**src/design/ial_pkg.sv**
```systemverilog
`timescale 1ns / 1ps

package ial_pkg;

    localparam int DATA_W        = 32;
    localparam int MODE_W        = 3;
    localparam int IDX_W         = 4;
    localparam int STATUS_W      = 2;
    localparam int COUNT_W       = 5;

    localparam int DEPTH_DEF     = 16;
    localparam int WORD_BITS_DEF = 32;

    localparam logic [MODE_W-1:0] MODE_READ   = 3'd0;
    localparam logic [MODE_W-1:0] MODE_WRITE  = 3'd1;
    localparam logic [MODE_W-1:0] MODE_APPEND = 3'd2;
    localparam logic [MODE_W-1:0] MODE_INSERT = 3'd3;
    localparam logic [MODE_W-1:0] MODE_REMOVE = 3'd4;

    localparam logic [STATUS_W-1:0] STATUS_OK        = 2'd0;
    localparam logic [STATUS_W-1:0] STATUS_BAD_INDEX = 2'd1;
    localparam logic [STATUS_W-1:0] STATUS_FULL      = 2'd2;

    typedef enum logic [2:0] {
        OP_NOP,
        OP_READ,
        OP_WRITE,
        OP_APPEND,
        OP_INSERT,
        OP_REMOVE
    } t_op;

    typedef struct packed {
        logic [MODE_W-1:0]        mode;
        logic [IDX_W-1:0]         index;
        logic signed [DATA_W-1:0] value;
    } t_req;

    typedef struct packed {
        logic signed [DATA_W-1:0] data;
        logic [STATUS_W-1:0]      status;
        logic [COUNT_W-1:0]       count;
    } t_rsp;

endpackage

```
**src/design/ial_chan_if.sv**
```systemverilog
`timescale 1ns / 1ps

interface ial_chan_if #(
    parameter type t_payload = logic
);

    logic     valid;
    logic     ready;
    t_payload payload;

    modport source (output valid, output payload, input ready);
    modport sink   (input valid, input payload, output ready);

endinterface

```
**src/design/ial_front.sv**
```systemverilog
`timescale 1ns / 1ps

module ial_front #(
    parameter int  DEPTH = ial_pkg::DEPTH_DEF,
    parameter type t_cmd = logic
) (
    input  logic        i_clk,
    input  logic        i_rst_n,
    ial_chan_if.sink    i_req,
    output logic        o_cmd_valid,
    output t_cmd        o_cmd,
    input  logic        i_cmd_ready
);

    localparam int PW = $clog2(DEPTH);
    localparam int UW = $clog2(DEPTH + 1);
    localparam int CW = (UW > ial_pkg::COUNT_W) ? UW : ial_pkg::COUNT_W;

    logic [UW-1:0] r_used;
    logic [UW-1:0] n_used;
    logic [CW-1:0] idx_c;
    logic [CW-1:0] used_c;
    logic          in_range;
    logic          full;
    logic          accept;

    assign idx_c    = CW'(i_req.payload.index);
    assign used_c   = CW'(r_used);
    assign in_range = idx_c < used_c;
    assign full     = used_c >= CW'(DEPTH);

    always_comb begin
        n_used       = r_used;
        o_cmd        = '0;
        o_cmd.op     = ial_pkg::OP_NOP;
        o_cmd.pos    = PW'(i_req.payload.index);
        o_cmd.value  = i_req.payload.value;
        o_cmd.status = ial_pkg::STATUS_OK;
        unique case (i_req.payload.mode)
            ial_pkg::MODE_READ: begin
                if (in_range) o_cmd.op = ial_pkg::OP_READ;
                else          o_cmd.status = ial_pkg::STATUS_BAD_INDEX;
            end
            ial_pkg::MODE_WRITE: begin
                if (in_range) o_cmd.op = ial_pkg::OP_WRITE;
                else          o_cmd.status = ial_pkg::STATUS_BAD_INDEX;
            end
            ial_pkg::MODE_APPEND: begin
                if (full) begin
                    o_cmd.status = ial_pkg::STATUS_FULL;
                end else begin
                    o_cmd.op  = ial_pkg::OP_APPEND;
                    o_cmd.pos = PW'(r_used);
                    n_used    = r_used + UW'(1);
                end
            end
            ial_pkg::MODE_INSERT: begin
                if (idx_c > used_c) begin
                    o_cmd.status = ial_pkg::STATUS_BAD_INDEX;
                end else if (full) begin
                    o_cmd.status = ial_pkg::STATUS_FULL;
                end else begin
                    o_cmd.op = ial_pkg::OP_INSERT;
                    n_used   = r_used + UW'(1);
                end
            end
            ial_pkg::MODE_REMOVE: begin
                if (in_range) begin
                    o_cmd.op = ial_pkg::OP_REMOVE;
                    n_used   = r_used - UW'(1);
                end else begin
                    o_cmd.status = ial_pkg::STATUS_BAD_INDEX;
                end
            end
            default: ;
        endcase
        o_cmd.count = ial_pkg::COUNT_W'(n_used);
    end

    assign i_req.ready = i_cmd_ready;
    assign o_cmd_valid = i_req.valid;
    assign accept      = i_req.valid && i_cmd_ready;

    always_ff @(posedge i_clk) begin
        if (!i_rst_n) begin
            r_used <= '0;
        end else if (accept) begin
            r_used <= n_used;
        end
    end

endmodule

```
**src/design/ial_queue.sv**
```systemverilog
`timescale 1ns / 1ps

module ial_queue #(
    parameter type t_item = logic
) (
    input  logic  i_clk,
    input  logic  i_rst_n,
    input  logic  i_in_valid,
    input  t_item i_in_item,
    output logic  o_in_ready,
    output logic  o_out_valid,
    output t_item o_out_item,
    input  logic  i_out_ready
);

    t_item       r_mem [2];
    logic        r_wr_ptr;
    logic        r_rd_ptr;
    logic [1:0]  r_cnt;
    logic        push;
    logic        pop;

    assign o_in_ready  = r_cnt != 2'd2;
    assign o_out_valid = r_cnt != 2'd0;
    assign o_out_item  = r_mem[r_rd_ptr];
    assign push        = i_in_valid && o_in_ready;
    assign pop         = o_out_valid && i_out_ready;

    always_ff @(posedge i_clk) begin
        if (push) begin
            r_mem[r_wr_ptr] <= i_in_item;
        end
    end

    always_ff @(posedge i_clk) begin
        if (!i_rst_n) begin
            r_wr_ptr <= 1'b0;
            r_rd_ptr <= 1'b0;
            r_cnt    <= 2'd0;
        end else begin
            if (push) r_wr_ptr <= ~r_wr_ptr;
            if (pop)  r_rd_ptr <= ~r_rd_ptr;
            unique case ({push, pop})
                2'b10:   r_cnt <= r_cnt + 2'd1;
                2'b01:   r_cnt <= r_cnt - 2'd1;
                default: r_cnt <= r_cnt;
            endcase
        end
    end

endmodule

```
**src/design/ial_back.sv**
```systemverilog
`timescale 1ns / 1ps

module ial_back #(
    parameter int  DEPTH     = ial_pkg::DEPTH_DEF,
    parameter int  WORD_BITS = ial_pkg::WORD_BITS_DEF,
    parameter type t_cmd     = logic
) (
    input  logic        i_clk,
    input  logic        i_rst_n,
    input  logic        i_cmd_valid,
    input  t_cmd        i_cmd,
    output logic        o_cmd_ready,
    ial_chan_if.source  o_rsp
);

    localparam int PW   = $clog2(DEPTH);
    localparam int RD_N = (DEPTH < (1 << ial_pkg::IDX_W)) ? DEPTH : (1 << ial_pkg::IDX_W);
    localparam int RD_W = $clog2(RD_N);

    typedef logic [WORD_BITS-1:0] t_word;

    t_word          r_cells [DEPTH];
    t_word          n_cells [DEPTH];
    t_word          rd_view [RD_N];
    t_word          wr_word;
    t_word          rd_word;
    logic           r_valid;
    ial_pkg::t_rsp  r_rsp;
    logic           pop;

    genvar g;
    generate
        for (g = 0; g < RD_N; g++) begin : g_rd
            assign rd_view[g] = r_cells[g];
        end
    endgenerate

    assign wr_word     = t_word'($unsigned(i_cmd.value));
    assign rd_word     = rd_view[i_cmd.pos[RD_W-1:0]];
    assign o_cmd_ready = !r_valid || o_rsp.ready;
    assign pop         = i_cmd_valid && o_cmd_ready;

    // every cell picks from itself, a neighbor or the new word
    always_comb begin
        for (int i = 0; i < DEPTH; i++) begin
            n_cells[i] = r_cells[i];
            unique case (i_cmd.op)
                ial_pkg::OP_WRITE: begin
                    if (PW'(i) == i_cmd.pos) n_cells[i] = wr_word;
                end
                ial_pkg::OP_APPEND, ial_pkg::OP_INSERT: begin
                    if (PW'(i) == i_cmd.pos) begin
                        n_cells[i] = wr_word;
                    end else if (i > 0 && PW'(i) > i_cmd.pos) begin
                        n_cells[i] = r_cells[(i > 0) ? i - 1 : 0];
                    end
                end
                ial_pkg::OP_REMOVE: begin
                    if (i < DEPTH - 1 && PW'(i) >= i_cmd.pos) begin
                        n_cells[i] = r_cells[(i < DEPTH - 1) ? i + 1 : i];
                    end
                end
                default: ;
            endcase
        end
    end

    always_ff @(posedge i_clk) begin
        if (pop) begin
            r_cells <= n_cells;
            r_rsp.status <= i_cmd.status;
            r_rsp.count  <= i_cmd.count;
            if (i_cmd.op == ial_pkg::OP_READ || i_cmd.op == ial_pkg::OP_REMOVE) begin
                r_rsp.data <= ial_pkg::DATA_W'($signed(rd_word));
            end else begin
                r_rsp.data <= '0;
            end
        end
    end

    always_ff @(posedge i_clk) begin
        if (!i_rst_n) begin
            r_valid <= 1'b0;
        end else if (o_cmd_ready) begin
            r_valid <= i_cmd_valid;
        end
    end

    assign o_rsp.valid   = r_valid;
    assign o_rsp.payload = r_rsp;

endmodule

```
**src/design/indexed_array_list_core.sv**
```systemverilog
`timescale 1ns / 1ps

// Channel  Dir  Payload                      Beat when
// i_req    in   mode, index, value           valid && ready
// o_rsp    out  data, status, count          valid && ready
//
// One beat per cycle sustained: the front classifies and counts in the
// accepting cycle, the back shifts the whole cell row in a single update.
// A result passes through the queue, then the output register, before
// it is offered. Synchronous active-low reset empties the list and
// the queue; cell contents are not cleared. Either side may stall freely.

module indexed_array_list_core #(
    parameter int DEPTH     = ial_pkg::DEPTH_DEF,
    parameter int WORD_BITS = ial_pkg::WORD_BITS_DEF
) (
    input  logic        i_clk,
    input  logic        i_rst_n,
    ial_chan_if.sink    i_req,
    ial_chan_if.source  o_rsp
);

    localparam int PW = $clog2(DEPTH);

    typedef struct packed {
        ial_pkg::t_op                      op;
        logic [PW-1:0]                     pos;
        logic signed [ial_pkg::DATA_W-1:0] value;
        logic [ial_pkg::STATUS_W-1:0]      status;
        logic [ial_pkg::COUNT_W-1:0]       count;
    } t_cmd;

    logic front_valid;
    t_cmd front_cmd;
    logic front_ready;
    logic back_valid;
    t_cmd back_cmd;
    logic back_ready;

    ial_front #(
        .DEPTH (DEPTH),
        .t_cmd (t_cmd)
    ) u_front (
        .i_clk       (i_clk),
        .i_rst_n     (i_rst_n),
        .i_req       (i_req),
        .o_cmd_valid (front_valid),
        .o_cmd       (front_cmd),
        .i_cmd_ready (front_ready)
    );

    ial_queue #(
        .t_item (t_cmd)
    ) u_queue (
        .i_clk       (i_clk),
        .i_rst_n     (i_rst_n),
        .i_in_valid  (front_valid),
        .i_in_item   (front_cmd),
        .o_in_ready  (front_ready),
        .o_out_valid (back_valid),
        .o_out_item  (back_cmd),
        .i_out_ready (back_ready)
    );

    ial_back #(
        .DEPTH     (DEPTH),
        .WORD_BITS (WORD_BITS),
        .t_cmd     (t_cmd)
    ) u_back (
        .i_clk       (i_clk),
        .i_rst_n     (i_rst_n),
        .i_cmd_valid (back_valid),
        .i_cmd       (back_cmd),
        .o_cmd_ready (back_ready),
        .o_rsp       (o_rsp)
    );

endmodule

```
**src/flat_wrapper.sv**
```systemverilog
// flat-port wrapper written by rule: the top's interface ports become plain ports
module indexed_array_list_core_flat 
#(
    parameter int DEPTH     = ial_pkg::DEPTH_DEF,
    parameter int WORD_BITS = ial_pkg::WORD_BITS_DEF
)
  (i_clk, i_rst_n, i_req_valid, i_req_payload, i_req_ready, o_rsp_valid, o_rsp_payload, o_rsp_ready);
  ial_chan_if #(.t_payload(ial_pkg::t_req)) i_req_i ();
  ial_chan_if #(.t_payload(ial_pkg::t_rsp)) o_rsp_i ();
  input  logic i_clk;
  input  logic i_rst_n;
  input wire logic [$bits(i_req_i.valid)-1:0] i_req_valid;
  input wire logic [$bits(i_req_i.payload)-1:0] i_req_payload;
  output wire logic [$bits(i_req_i.ready)-1:0] i_req_ready;
  output wire logic [$bits(o_rsp_i.valid)-1:0] o_rsp_valid;
  output wire logic [$bits(o_rsp_i.payload)-1:0] o_rsp_payload;
  input wire logic [$bits(o_rsp_i.ready)-1:0] o_rsp_ready;
  assign i_req_i.valid = i_req_valid;
  assign i_req_i.payload = i_req_payload;
  assign i_req_ready = i_req_i.ready;
  assign o_rsp_valid = o_rsp_i.valid;
  assign o_rsp_payload = o_rsp_i.payload;
  assign o_rsp_i.ready = o_rsp_ready;
  indexed_array_list_core #(.DEPTH(DEPTH), .WORD_BITS(WORD_BITS)) u_core (.i_clk(i_clk), .i_rst_n(i_rst_n), .i_req(i_req_i), .o_rsp(o_rsp_i));
endmodule
```
**config.mk**
```make
export PLATFORM = sky130hd
export DESIGN_NAME = indexed_array_list_core_flat
export DESIGN_NICKNAME = d
export VERILOG_FILES = /design/src/design/ial_pkg.sv /design/src/design/ial_chan_if.sv /design/src/design/ial_front.sv /design/src/design/ial_queue.sv /design/src/design/ial_back.sv /design/src/design/indexed_array_list_core.sv /design/src/flat_wrapper.sv
export SDC_FILE = /design/constraint.sdc
export NUM_CORES = 1
export LEC_CHECK = 0
export BUFFER_PORTS_ARGS = -buffer_cell sky130_fd_sc_hd__buf_2
export CAP_MARGIN = 25
export CELL_PAD_IN_SITES_DETAIL_PLACEMENT = 0
export CELL_PAD_IN_SITES_GLOBAL_PLACEMENT = 2
export CORE_ASPECT_RATIO = 0.9
export CORE_MARGIN = 4
export CORE_UTILIZATION = 48
export CTS_CLUSTER_SIZE = 25
export DETAILED_ROUTE_END_ITERATION = 10
export PLACE_DENSITY_LB_ADDON = 0.08
export SLEW_MARGIN = 30
export SYNTH_ARGS = -nofsm -noshare
export SYNTH_HDL_FRONTEND = slang
export SYNTH_HIERARCHICAL = 1
export SYNTH_SLANG_ARGS = --single-unit
export TNS_END_PERCENT = 30
```
**constraint.sdc**
```tcl
create_clock -name i_clk -period 9.25 [get_ports i_clk]
set_clock_uncertainty 0.15 [all_clocks]
set_input_delay 0.925 -clock i_clk [delete_from_list [all_inputs] [get_ports i_clk]]
set_output_delay 0.925 -clock i_clk [all_outputs]
set_load 0.05 [all_outputs]
```
* Word-level counts from Yosys, hierarchy flattened
Memories as Yosys holds them, arrays and structs flattened. A register that Yosys moved wholly into a read port is not among the register bits.
Cells that the tools add are included.
** Storage, ports and cells
- Register bits :: 561
- Memory bits (writable) :: 92
- Output and inout bits :: 41
- Word-level logic and storage cells :: 271
- Memories :: 1
** Operators by class
- $add $sub $neg :: 4
- Magnitude comparators :: 34
- Eq/ne operators :: 73
- Mux-type cells :: 101
- Bitwise logic cells :: 3
- Reductions and logical operators :: 31
** Memory list
- u_core.u_queue.r_mem :: depth 2, bits a word 46, read ports 1, clocked after memory_dff 1, write ports 1, line ial_queue.sv:16 : t_item r_mem [2];
** Operators with widths (number)
- $mux 32 :: 63
- $pmux 32 s3 :: 14
- $bmux 32 s4 :: 1
- $pmux 32 s2 :: 2
- $reduce_and 5->1 :: 14
- $ne 2x2->1 const B :: 31
- $ne 3x3->1 const B :: 15
- $eq 4x4->1 const A :: 8
- $gt 4x4->1 const A :: 8
- $ge 4x4->1 const A :: 7
- $eq 3x4->1 const A :: 4
- $ge 3x4->1 const A :: 4
- $gt 3x4->1 const A :: 4
- $mux 5 :: 3
- $pmux 3 s5 :: 1
- $pmux 5 s3 :: 1
- $eq 3x2->1 const B :: 4
- $ge 5x5->1 const B :: 2
- $eq 3x3->1 const B :: 3
- $mux 3 :: 3
- $eq 2x4->1 const A :: 2
- $ge 1x4->1 const A :: 2
- $ge 2x4->1 const A :: 2
- $gt 2x4->1 const A :: 2
- 30 further kinds :: 46

* Depth between registers and ports, before layout
Gate-level depths: netlist of run 1.
- Depth in word-level cells :: 5
- Gate-level depth with buffers :: 11
- Gate-level depth less buffers :: 7

* By module
Netlist of run 1, hierarchy kept.
** By module, submodules not included
- ial_back :: times used 1, cells an instance 2509, area each 30583.1 um^2, seq. area each 16565.9 um^2
- ial_queue :: times used 1, cells an instance 167, area each 3540.9 um^2, seq. area each 2862.7 um^2
- ial_front :: times used 1, cells an instance 135, area each 1056.0 um^2, seq. area each 100.1 um^2

* Worst setup path before layout of run 1
No wires, ideal clock.
- Path kind :: input -> register
- From :: in o_rsp_ready
- To :: reg u_core/u_back/r_cells[288] (netlist bit), enable pin
- Library setup time :: 0.474 ns
- Data arrival time :: 4.903 ns
- Data required time :: 8.626 ns
- Slack :: 3.723 ns
- Stages :: 5
- Buffers on the path :: 1
- Cell sequence :: nand2b_1 -> and2_1 -> nand2_1 -> clkbuf_1 -> a221oi_1
** Between the ends
- Cells in the longest elaborated chain, start to end :: 3
** Ends and longest elaborated chain
- start, declared :: line flat_wrapper.sv:17 : input wire logic [$bits(o_rsp_i.ready)-1:0] o_rsp_ready;
- $logic_or 1x1->1 :: line ial_back.sv:40 : assign o_cmd_ready = !r_valid || o_rsp.ready;
- $logic_and 1x1->1 :: line ial_back.sv:41 : assign pop = i_cmd_valid && o_cmd_ready;
- via u_core.u_back.pop :: line ial_back.sv:29 : logic pop;
- $reduce_and 5->1 (no source line)
- end signal, assigned :: line ial_back.sv:70 : r_cells <= n_cells;
- end, declared :: line ial_back.sv:22 : t_word r_cells [DEPTH];
The timed path passes the listed nets, and every way through them passes these cells.
A chain may end at the register's enable or synchronous reset.

==> flow_metrics.py, run 1 <==
metrics = {
    "run_status": {
        "status": "finished clean",
    },
    "clock_tree": {
        "cts.repair.resized": 0,
        "cts_sinks": 654,
        "cts_tree": "done",
        "clockBufferDepth": 3,
        "insertion_delay_ps": 630,
        "htree_levels": 3,
        "root_buffer": "clkbuf_16",
        "cts.clk_slew.worst_paths_ps": 60,
        "cts_buffers": 74,
        "cts_setup_buffers": 0,
        "postCtsHoldBufs": 0,
    },
    "timing": {
        "clock.fmax_mhz": 205,
        "setup_tns_ps": 0,
        "slew_headroom_pct": 24.8,
        "finalSetupViolCount": 0,
        "rsz0062_at_grt": "no",
        "maxSlewViolCount": 0,
        "hold_violations": 0,
        "post-route-min-period_ps": 4870,
        "max_slew.worst_pin.slew_ps": 1120,
        "finalCritPeriodShare_pct": 52.7,
        "setup_slack_ps": 4380,
    },
    "cells_and_area": {
        "nets": 2737,
        "diodes": 0,
        "drive_gt1_share_pct": 15.3,
        "fin_util_pct": 53.7,
        "fin_area_mm2": 0.0388,
        "fillers": 6133,
        "multi_input_area_mm2": 0.0144,
        "final_cells": 3696,
        "regArea_mm2": 0.0195,
        "area_growth_pct": 10.2,
    },
    "floorplan": {
        "die_w_um": 293,
        "fp-row-count": 93,
        "dieArea_mm2": 0.0777,
        "start_util_pct": 48.8,
        "fp.dieH_um": 265,
        "coreArea_mm2": 0.0721,
        "io-pin-count": 84,
    },
    "route": {
        "drt_wl_total_um": 126000,
        "first_iter_violations": 3483,
        "drc": 0,
        "viasPerCell": 7.30,
        "avgRoutedWirePerCell_um": 34.1,
        "drtPass1Iterations": 6,
        "vias": 27000,
        "drtAntennaViolNets": 0,
    },
    "synth": {
        "synth_cells": 2811,
        "ys_types": 64,
        "async_flop_share_pct": 0,
        "seq_area_frac_synth_pct": 55.5,
        "syn-cell-area_mm2": 0.0352,
        "synth_edf_count": 643,
        "synth-seq-cells": 654,
        "avgSynthCellArea_um2": 12.5,
        "synthesis.nets": 2861,
        "yosysWarningCount": 6,
        "dominantRegCellSynth": "edfxtp_1",
    },
    "placed_design": {
        "placedInstanceArea_mm2": 0.0363,
        "gp_congestion": 0.849,
        "place_ws_ps": 4190,
        "dpl.hpwl_um": 70000,
        "numPortBuffers": 83,
        "placed_cells": 3558,
    },
    "grt": {
        "grt_use_total_pct": 31.3,
        "grt_start_max_net_pins": 291,
        "grt_pass1_wl_um": 182000,
        "grt_overflow_total": 0,
        "use_met2_pct": 48.4,
        "grtUsageMet1_pct": 43.9,
        "antenna_found_initial": 1,
        "gr-max-usage-layer": "met2",
        "use_met3_pct": 4.75,
        "first_global_vias": 26100,
    },
    "pwr": {
        "power_density_mw_per_mm2": 389,
        "clkPwrFrac_pct": 20.0,
        "seqPwrFrac_pct": 34.1,
        "intPower_mw": 8.73,
        "p_comb_share_pct": 45.9,
        "swShare_pct": 42.2,
        "p_leak_nw": 15.0,
        "ir_drop_mv": 0.310,
        "p_sw_mw": 6.37,
    },
    "setup_path": {
        "start_kind": "flop",
        "path_class": "flop to flop",
        "cp_data_required_time_ps": 9450,
        "crit_path_end_kind": "flop",
        "cp_max_fo": 92,
        "cp.arrival_ps": 5070,
    },
    "job": {
        "drv_cap": 0,
    },
    "hold_path": {
        "hp-class": "primary input to flop",
    },
}
[placed cells by master (no fill, tap or decap), drive strengths merged, types with 11 or more instances in the layout]
cell type,Yosys,layout
edfxtp,643,643
mux2i,226,226
dfxtp,11,11
o22ai,65,65
nand2,125,125
nor2b,42,42
mux2,81,81
clkbuf,211,86
a221o,416,416
nor2,12,12
o21ai,118,118
a22oi,65,65
buf,139,150
a21oi,27,27
a211oi,35,35
and3,420,420
clkinv,0,35
and2,12,12
inv,41,47
o31ai,33,33
[metrics by stage]
stage	power, mW	hold slack [ps]
after detailed placement	11.9	356
after global routing	15.6	318
final	15.1	339
after floorplan	9.50	308
after global placement	11.7	348
after CTS	15.0	315
[path summary, 6_finish.rpt]
path / slack (ps) / end / start / cells past startpoint
worst min register to register: 360 / u_core/u_front/r_used[3] / u_core/u_front/r_used[3] / 2
worst max register to register: 4380 / u_core/u_back/o_rsp.payload[10] / flop / 9
worst min-delay path: 340 / u_core/u_queue/r_mem[0][33] / i_req_payload[26] / 1
worst max-delay path: 4380 / u_core/u_back/o_rsp.payload[10] / flop / 9
[state kept, by name (all words and copies together) (netlist names), named ones only]
signal	flops
u_core/u_back/r_cells	512
u_core/u_queue/r_mem	92
u_core/u_back/o_rsp.payload	39
u_core/u_back/o_rsp.valid	1
u_core/u_queue/r_rd_ptr	1
u_core/u_queue/r_cnt	2
u_core/u_queue/r_wr_ptr	1
u_core/u_front/r_used	5
[power groups by stage]
stage / Clock, mW / Combinational (mW) / Sequential [mW]
global route: 3.19 / 7.23 / 5.20
detailed placement: 0 / 6.75 / 5.18
floorplan: 0 / 4.25 / 5.26
finish: 3.02 / 6.93 / 5.15
CTS: 3.06 / 6.77 / 5.13
global placement: 0 / 6.54 / 5.18
[cell families (layout without fill, tap and decap cells)]
kind of cell | after synthesis | in the layout | share of synthesized area [%]
adder cells (fa/ha/maj) | 7 | 7 | 0.249
XOR/XNOR | 7 | 7 | 0.174
flip-flops | 654 | 654 | 55.5
AND/OR/NAND/NOR | 654 | 654 | 10.7
multiplexers | 307 | 307 | 9.34
buffers and inverters | 391 | 326 | 5.07
AO/OA/AOI/OAI | 791 | 791 | 18.9
[critical path: stages (launching register included)]
cell and delay (ps):
dfxtp_2 310, buf_4 520, mux2_8 830, buf_12 500, buf_16 390, buf_6 630
mux2i_1 260, o22ai_1 90, o21ai_0 560, o31ai_1 150
[synthesized netlist by cell type, types with 3 or more instances]
cell / count / area (um2)
a211oi_1: 34 / 255
a21oi_2: 12 / 105
mux2_4: 30 / 450
mux2i_1: 226 / 2260
inv_1: 41 / 154
a21o_1: 4 / 30.0
nand3b_1: 4 / 30.0
o21ai_0: 101 / 505
a31oi_1: 3 / 18.8
or2_2: 5 / 31.3
a221oi_1: 4 / 35.0
nand3_1: 5 / 25.0
or3b_2: 3 / 26.3
nor2b_1: 40 / 250
a21oi_1: 14 / 70.1
o22ai_1: 65 / 407
and2_1: 12 / 75.1
edfxtp_1: 643 / 19300
o21ai_1: 14 / 70.1
buf_6: 6 / 67.6
o21a_1: 4 / 30.0
buf_2: 75 / 375
o211ai_1: 3 / 22.5
a221o_1: 416 / 4160
ha_1: 7 / 87.6
o31ai_1: 32 / 240
nor2_1: 12 / 45.0
a22oi_1: 65 / 488
nand2_1: 124 / 465
o21ai_2: 3 / 26.3
buf_1: 11 / 41.3
nand4_1: 3 / 18.8
mux2_2: 51 / 574
a21boi_0: 3 / 22.5
or3_1: 3 / 18.8
nand2b_1: 7 / 43.8
xnor2_1: 6 / 52.6
nor3_1: 5 / 25.0
dfxtp_1: 11 / 220
buf_4: 47 / 353
clkbuf_1: 211 / 792
and3_1: 420 / 2630
[metal layers]
| metal | share of wire [%] | wire [um] | vias to the layer above |
|---|---|---|---|
| met4 | 5.2 | 6540 | 0 |
| met1 | 41 | 51200 | 13800 |
| met2 | 45 | 57200 | 1712 |
| li1 | - | - | 11200 |
| met3 | 8.9 | 11200 | 282 |
| met5 | 0 | 0 | - |
[final cells by class]
class | count | share of cell area (%)
clock buffer | 86 | 5.03
clock inverter | 49 | 1.21
inverter | 41 | 0.403
multi-input combinational | 1766 | 37.1
sequential | 654 | 50.4
tap | 950 | 3.07
timing repair buffer | 150 | 2.82
No activity file was read; power rests on OpenSTA's default activity.
==> run 2, diff against run 1 <==
--- a/config.mk
+++ b/config.mk
@@ -5,13 +5,14 @@
 export SDC_FILE = /design/constraint.sdc
 export NUM_CORES = 1
 export LEC_CHECK = 0
+export ABC_AREA = 1
 export BUFFER_PORTS_ARGS = -buffer_cell sky130_fd_sc_hd__buf_2
 export CAP_MARGIN = 25
 export CELL_PAD_IN_SITES_DETAIL_PLACEMENT = 0
 export CELL_PAD_IN_SITES_GLOBAL_PLACEMENT = 2
 export CORE_ASPECT_RATIO = 0.9
 export CORE_MARGIN = 4
-export CORE_UTILIZATION = 48
+export CORE_UTILIZATION = 39
 export CTS_CLUSTER_SIZE = 25
 export DETAILED_ROUTE_END_ITERATION = 10
 export PLACE_DENSITY_LB_ADDON = 0.08
==> constraint.sdc (replaced) <==
create_clock -name i_clk -period 4.85 [get_ports i_clk]
set_clock_uncertainty 0.15 [all_clocks]
set_input_delay 0.485 -clock i_clk [delete_from_list [all_inputs] [get_ports i_clk]]
set_output_delay 0.485 -clock i_clk [all_outputs]
set_load 0.05 [all_outputs]
==> run 2 against run 1 <==
Compared with the run above:
- first-iteration DRC count increased by 8.1%
- clock power up 87%
- worst hold slack worse by 290 ps
- highest routed layer unchanged
- power rose by 120%
- synthesized cell count rose by 70%
- cell count rose by 64%
- count of clock-buffer cells in the layout increased by 16
- critical endpoint is now u_core/u_back/r_cells[370]
- area after synthesis grew 12%
==> flow_metrics.py, run 2 <==
metrics = {
    "synth": {
        "synthesis.nets": 4834,
        "avgSynthCellArea_um2": 8.25,
        "yosysMostFrequentCell": "nand2_1",
        "yosysTopAreaCell": "edfxtp_1",
        "dominantRegCellSynth": "edfxtp_1",
        "synthTopCellsByArea": "edfxtp_1, nand2_1, o211ai_1",
        "async_flop_share_pct": 0,
        "synth_cells": 4784,
        "yosysWarningCount": 6,
        "synth-seq-cells": 654,
        "ys_types": 38,
        "synth_top_cell_area_share_pct": 48.9,
        "syn-cell-area_mm2": 0.0394,
        "synth_edf_count": 643,
        "synth_commonest_cells": "nand2_1, edfxtp_1, o211ai_1, inv_1, nand3_1",
        "seq_area_frac_synth_pct": 49.5,
    },
    "pwr": {
        "p_comb_share_pct": 50.8,
        "swShare_pct": 47.9,
        "clkPwrFrac_pct": 17.0,
        "intPower_mw": 17.3,
        "seqPwrFrac_pct": 32.2,
        "ir_drop_mv": 0.538,
        "p_leak_nw": 18.1,
        "p_sw_mw": 15.9,
        "power_density_mw_per_mm2": 768,
    },
    "cells_and_area": {
        "fin_area_mm2": 0.0434,
        "nets": 4690,
        "regMostFlops": "u_core/u_back/r_cells",
        "largest_reg_flops": 512,
        "layout_common_cells": "nand2_1, edfxtp_1, o211ai_1",
        "drive_gt1_share_pct": 8.66,
        "layout_commonest_cell": "nand2_1",
        "area_growth_pct": 9.91,
    },
    "grt": {
        "antenna_found_initial": 2,
        "grt_use_total_pct": 28.7,
        "grt_overflow_total": 0,
        "first_global_vias": 33000,
        "grt_pass1_wl_um": 227000,
        "grt_start_max_net_pins": 167,
    },
    "clock_tree": {
        "cts_tree": "done",
        "cts_buffers": 79,
        "root_buffer": "clkbuf_16",
        "cts.repair.resized": 0,
        "insertion_delay_ps": 670,
        "postCtsHoldBufs": 33,
        "htree_levels": 3,
        "cts.clk_slew.worst_paths_ps": 60,
        "cts_sinks": 654,
        "clockBufferDepth": 3,
        "cts_setup_buffers": 0,
    },
    "timing": {
        "hold_violations": 0,
        "finalCritPeriodShare_pct": 81.7,
        "maxSlewViolCount": 0,
        "clock.fmax_mhz": 252,
        "rsz0062_at_grt": "no",
        "max_slew.worst_pin.slew_ps": 958,
        "finalSetupViolCount": 0,
        "post-route-min-period_ps": 3960,
        "setup_tns_ps": 0,
        "slew_headroom_pct": 36.0,
    },
    "setup_path": {
        "critical_path_buf_inv_count": 1,
        "path_class": "flop to flop",
        "cp_max_fo": 37,
        "cp_top_family": "simple AND/OR/NAND/NOR gates",
        "rr_worst_depth": 5,
        "crit_path_end_kind": "flop",
        "worst_path_largest_cell_delay_ps": 660,
        "path_depth": 5,
        "cpMaxStageDelayCell": "nand2_4",
        "cp_cell_sequence": "mux2_2 > nor2_4 > nand2_4 > a21oi_4 > buf_12",
        "r2r_setup_slack_ps": 890,
        "cp.arrival_ps": 4110,
        "start_kind": "flop",
        "cp_data_required_time_ps": 5000,
    },
    "floorplan": {
        "start_util_pct": 39.4,
        "die_w_um": 343,
        "coreArea_mm2": 0.100,
        "fp-row-count": 110,
        "io-pin-count": 84,
        "dieArea_mm2": 0.106,
        "fp.dieH_um": 310,
    },
    "route": {
        "drtPass1Iterations": 5,
        "drtAntennaViolNets": 0,
        "highest_layer": "met4",
        "avgRoutedWirePerCell_um": 25.6,
        "drt_wl_total_um": 155000,
        "wirelength_met1_um": 71400,
        "vias": 34500,
        "wl_met3_um": 11800,
        "drc": 0,
        "first_iter_violations": 3765,
        "viasPerCell": 5.71,
        "route.met2.wl_um": 68200,
    },
    "run_status": {
        "status": "finished clean",
    },
    "job": {
        "drv_cap": 0,
    },
    "hold_path": {
        "hold_depth": 4,
        "hp-class": "primary input to flop",
    },
    "placed_design": {
        "gp_congestion": 0.786,
        "dpl.hpwl_um": 84500,
        "placedInstanceArea_mm2": 0.0406,
        "numPortBuffers": 83,
    },
}
run 2: cell count changes after synthesis, sizes merged, moves of 110 or more:
cell,before,now
nand2,125,1916
o211ai,3,651
and3,420,0
a221o,416,0
inv,41,415
nand3,5,343
mux2i,226,0
nor2,12,140
buf,139,249
run 2: final timing paths:
check,from,to
setup / recovery,flop,u_core/u_back/r_cells[370]
hold / removal,o_rsp_ready,u_core/u_back/o_rsp.valid
setup reg to reg,flop,u_core/u_back/r_cells[370]
hold reg to reg,u_core/u_queue/r_rd_ptr,u_core/u_queue/r_rd_ptr
run 2: per-stage QoR:
stage                     setup WS, ps  hold WS, ps  std cells  utilization (%)  power, mW
after CTS                          915         17.1       6040             43.2       33.2
final                              886         52.4       6044             43.3       33.3
after detailed placement           936          336       5867             40.5       27.4
after floorplan                    667          301       4784                -       21.5
after global routing               767         61.0       6043             43.3       35.3
after global placement             969          323       5867             40.5       27.4
run 2: power by group through the flow:
stage	Clock, mW	Sequential [mW]	Combinational (mW)
2_1_floorplan	0	11.2	10.4
3_3_place_gp	0	10.8	16.6
3_5_place_dp	0	10.8	16.6
4_1_cts	5.80	10.7	16.7
5_1_grt	6.05	10.9	18.4
6_report	5.66	10.7	16.9
run 2: cells by family after synthesis:
| kind of cell | count (synthesis) | synth area share (%) |
|---|---|---|
| AND/OR/NAND/NOR | 2408 | 24.5 |
| buffers and inverters | 834 | 9.10 |
| XOR/XNOR | 4 | 0.0888 |
| AO/OA/AOI/OAI | 831 | 14.9 |
| adder cells (fa/ha/maj) | 7 | 0.222 |
| multiplexers | 46 | 1.69 |
| flip-flops | 654 | 49.5 |
run 2: worst reg2reg max path, cell delays in order (launching register included):
cell     delay (ps)
dfxtp_4         630
mux2_2          550
nor2_4          620
nand2_4         660
a21oi_4         580
buf_12          380
run 2: area by class of cell:
class / count / area (um2)
diodes: 1 / 2.50
repair buffers: 193 / 1550
clock buffers: 102 / 2100
clock inverters: 38 / 245
fillers: 10200 / 56800
well taps: 1344 / 1680
multi-input cells: 3296 / 16700
inverters: 416 / 1580
flip-flops and latches: 654 / 19500
run 2: routing by layer:
layer  vias to the layer above  global-route usage [%]
met4                         0                    6.12
met3                       199                    4.92
met2                      1430                    44.6
met1                     16900                    42.2
li1                      15900                       -
met5                         -                       0
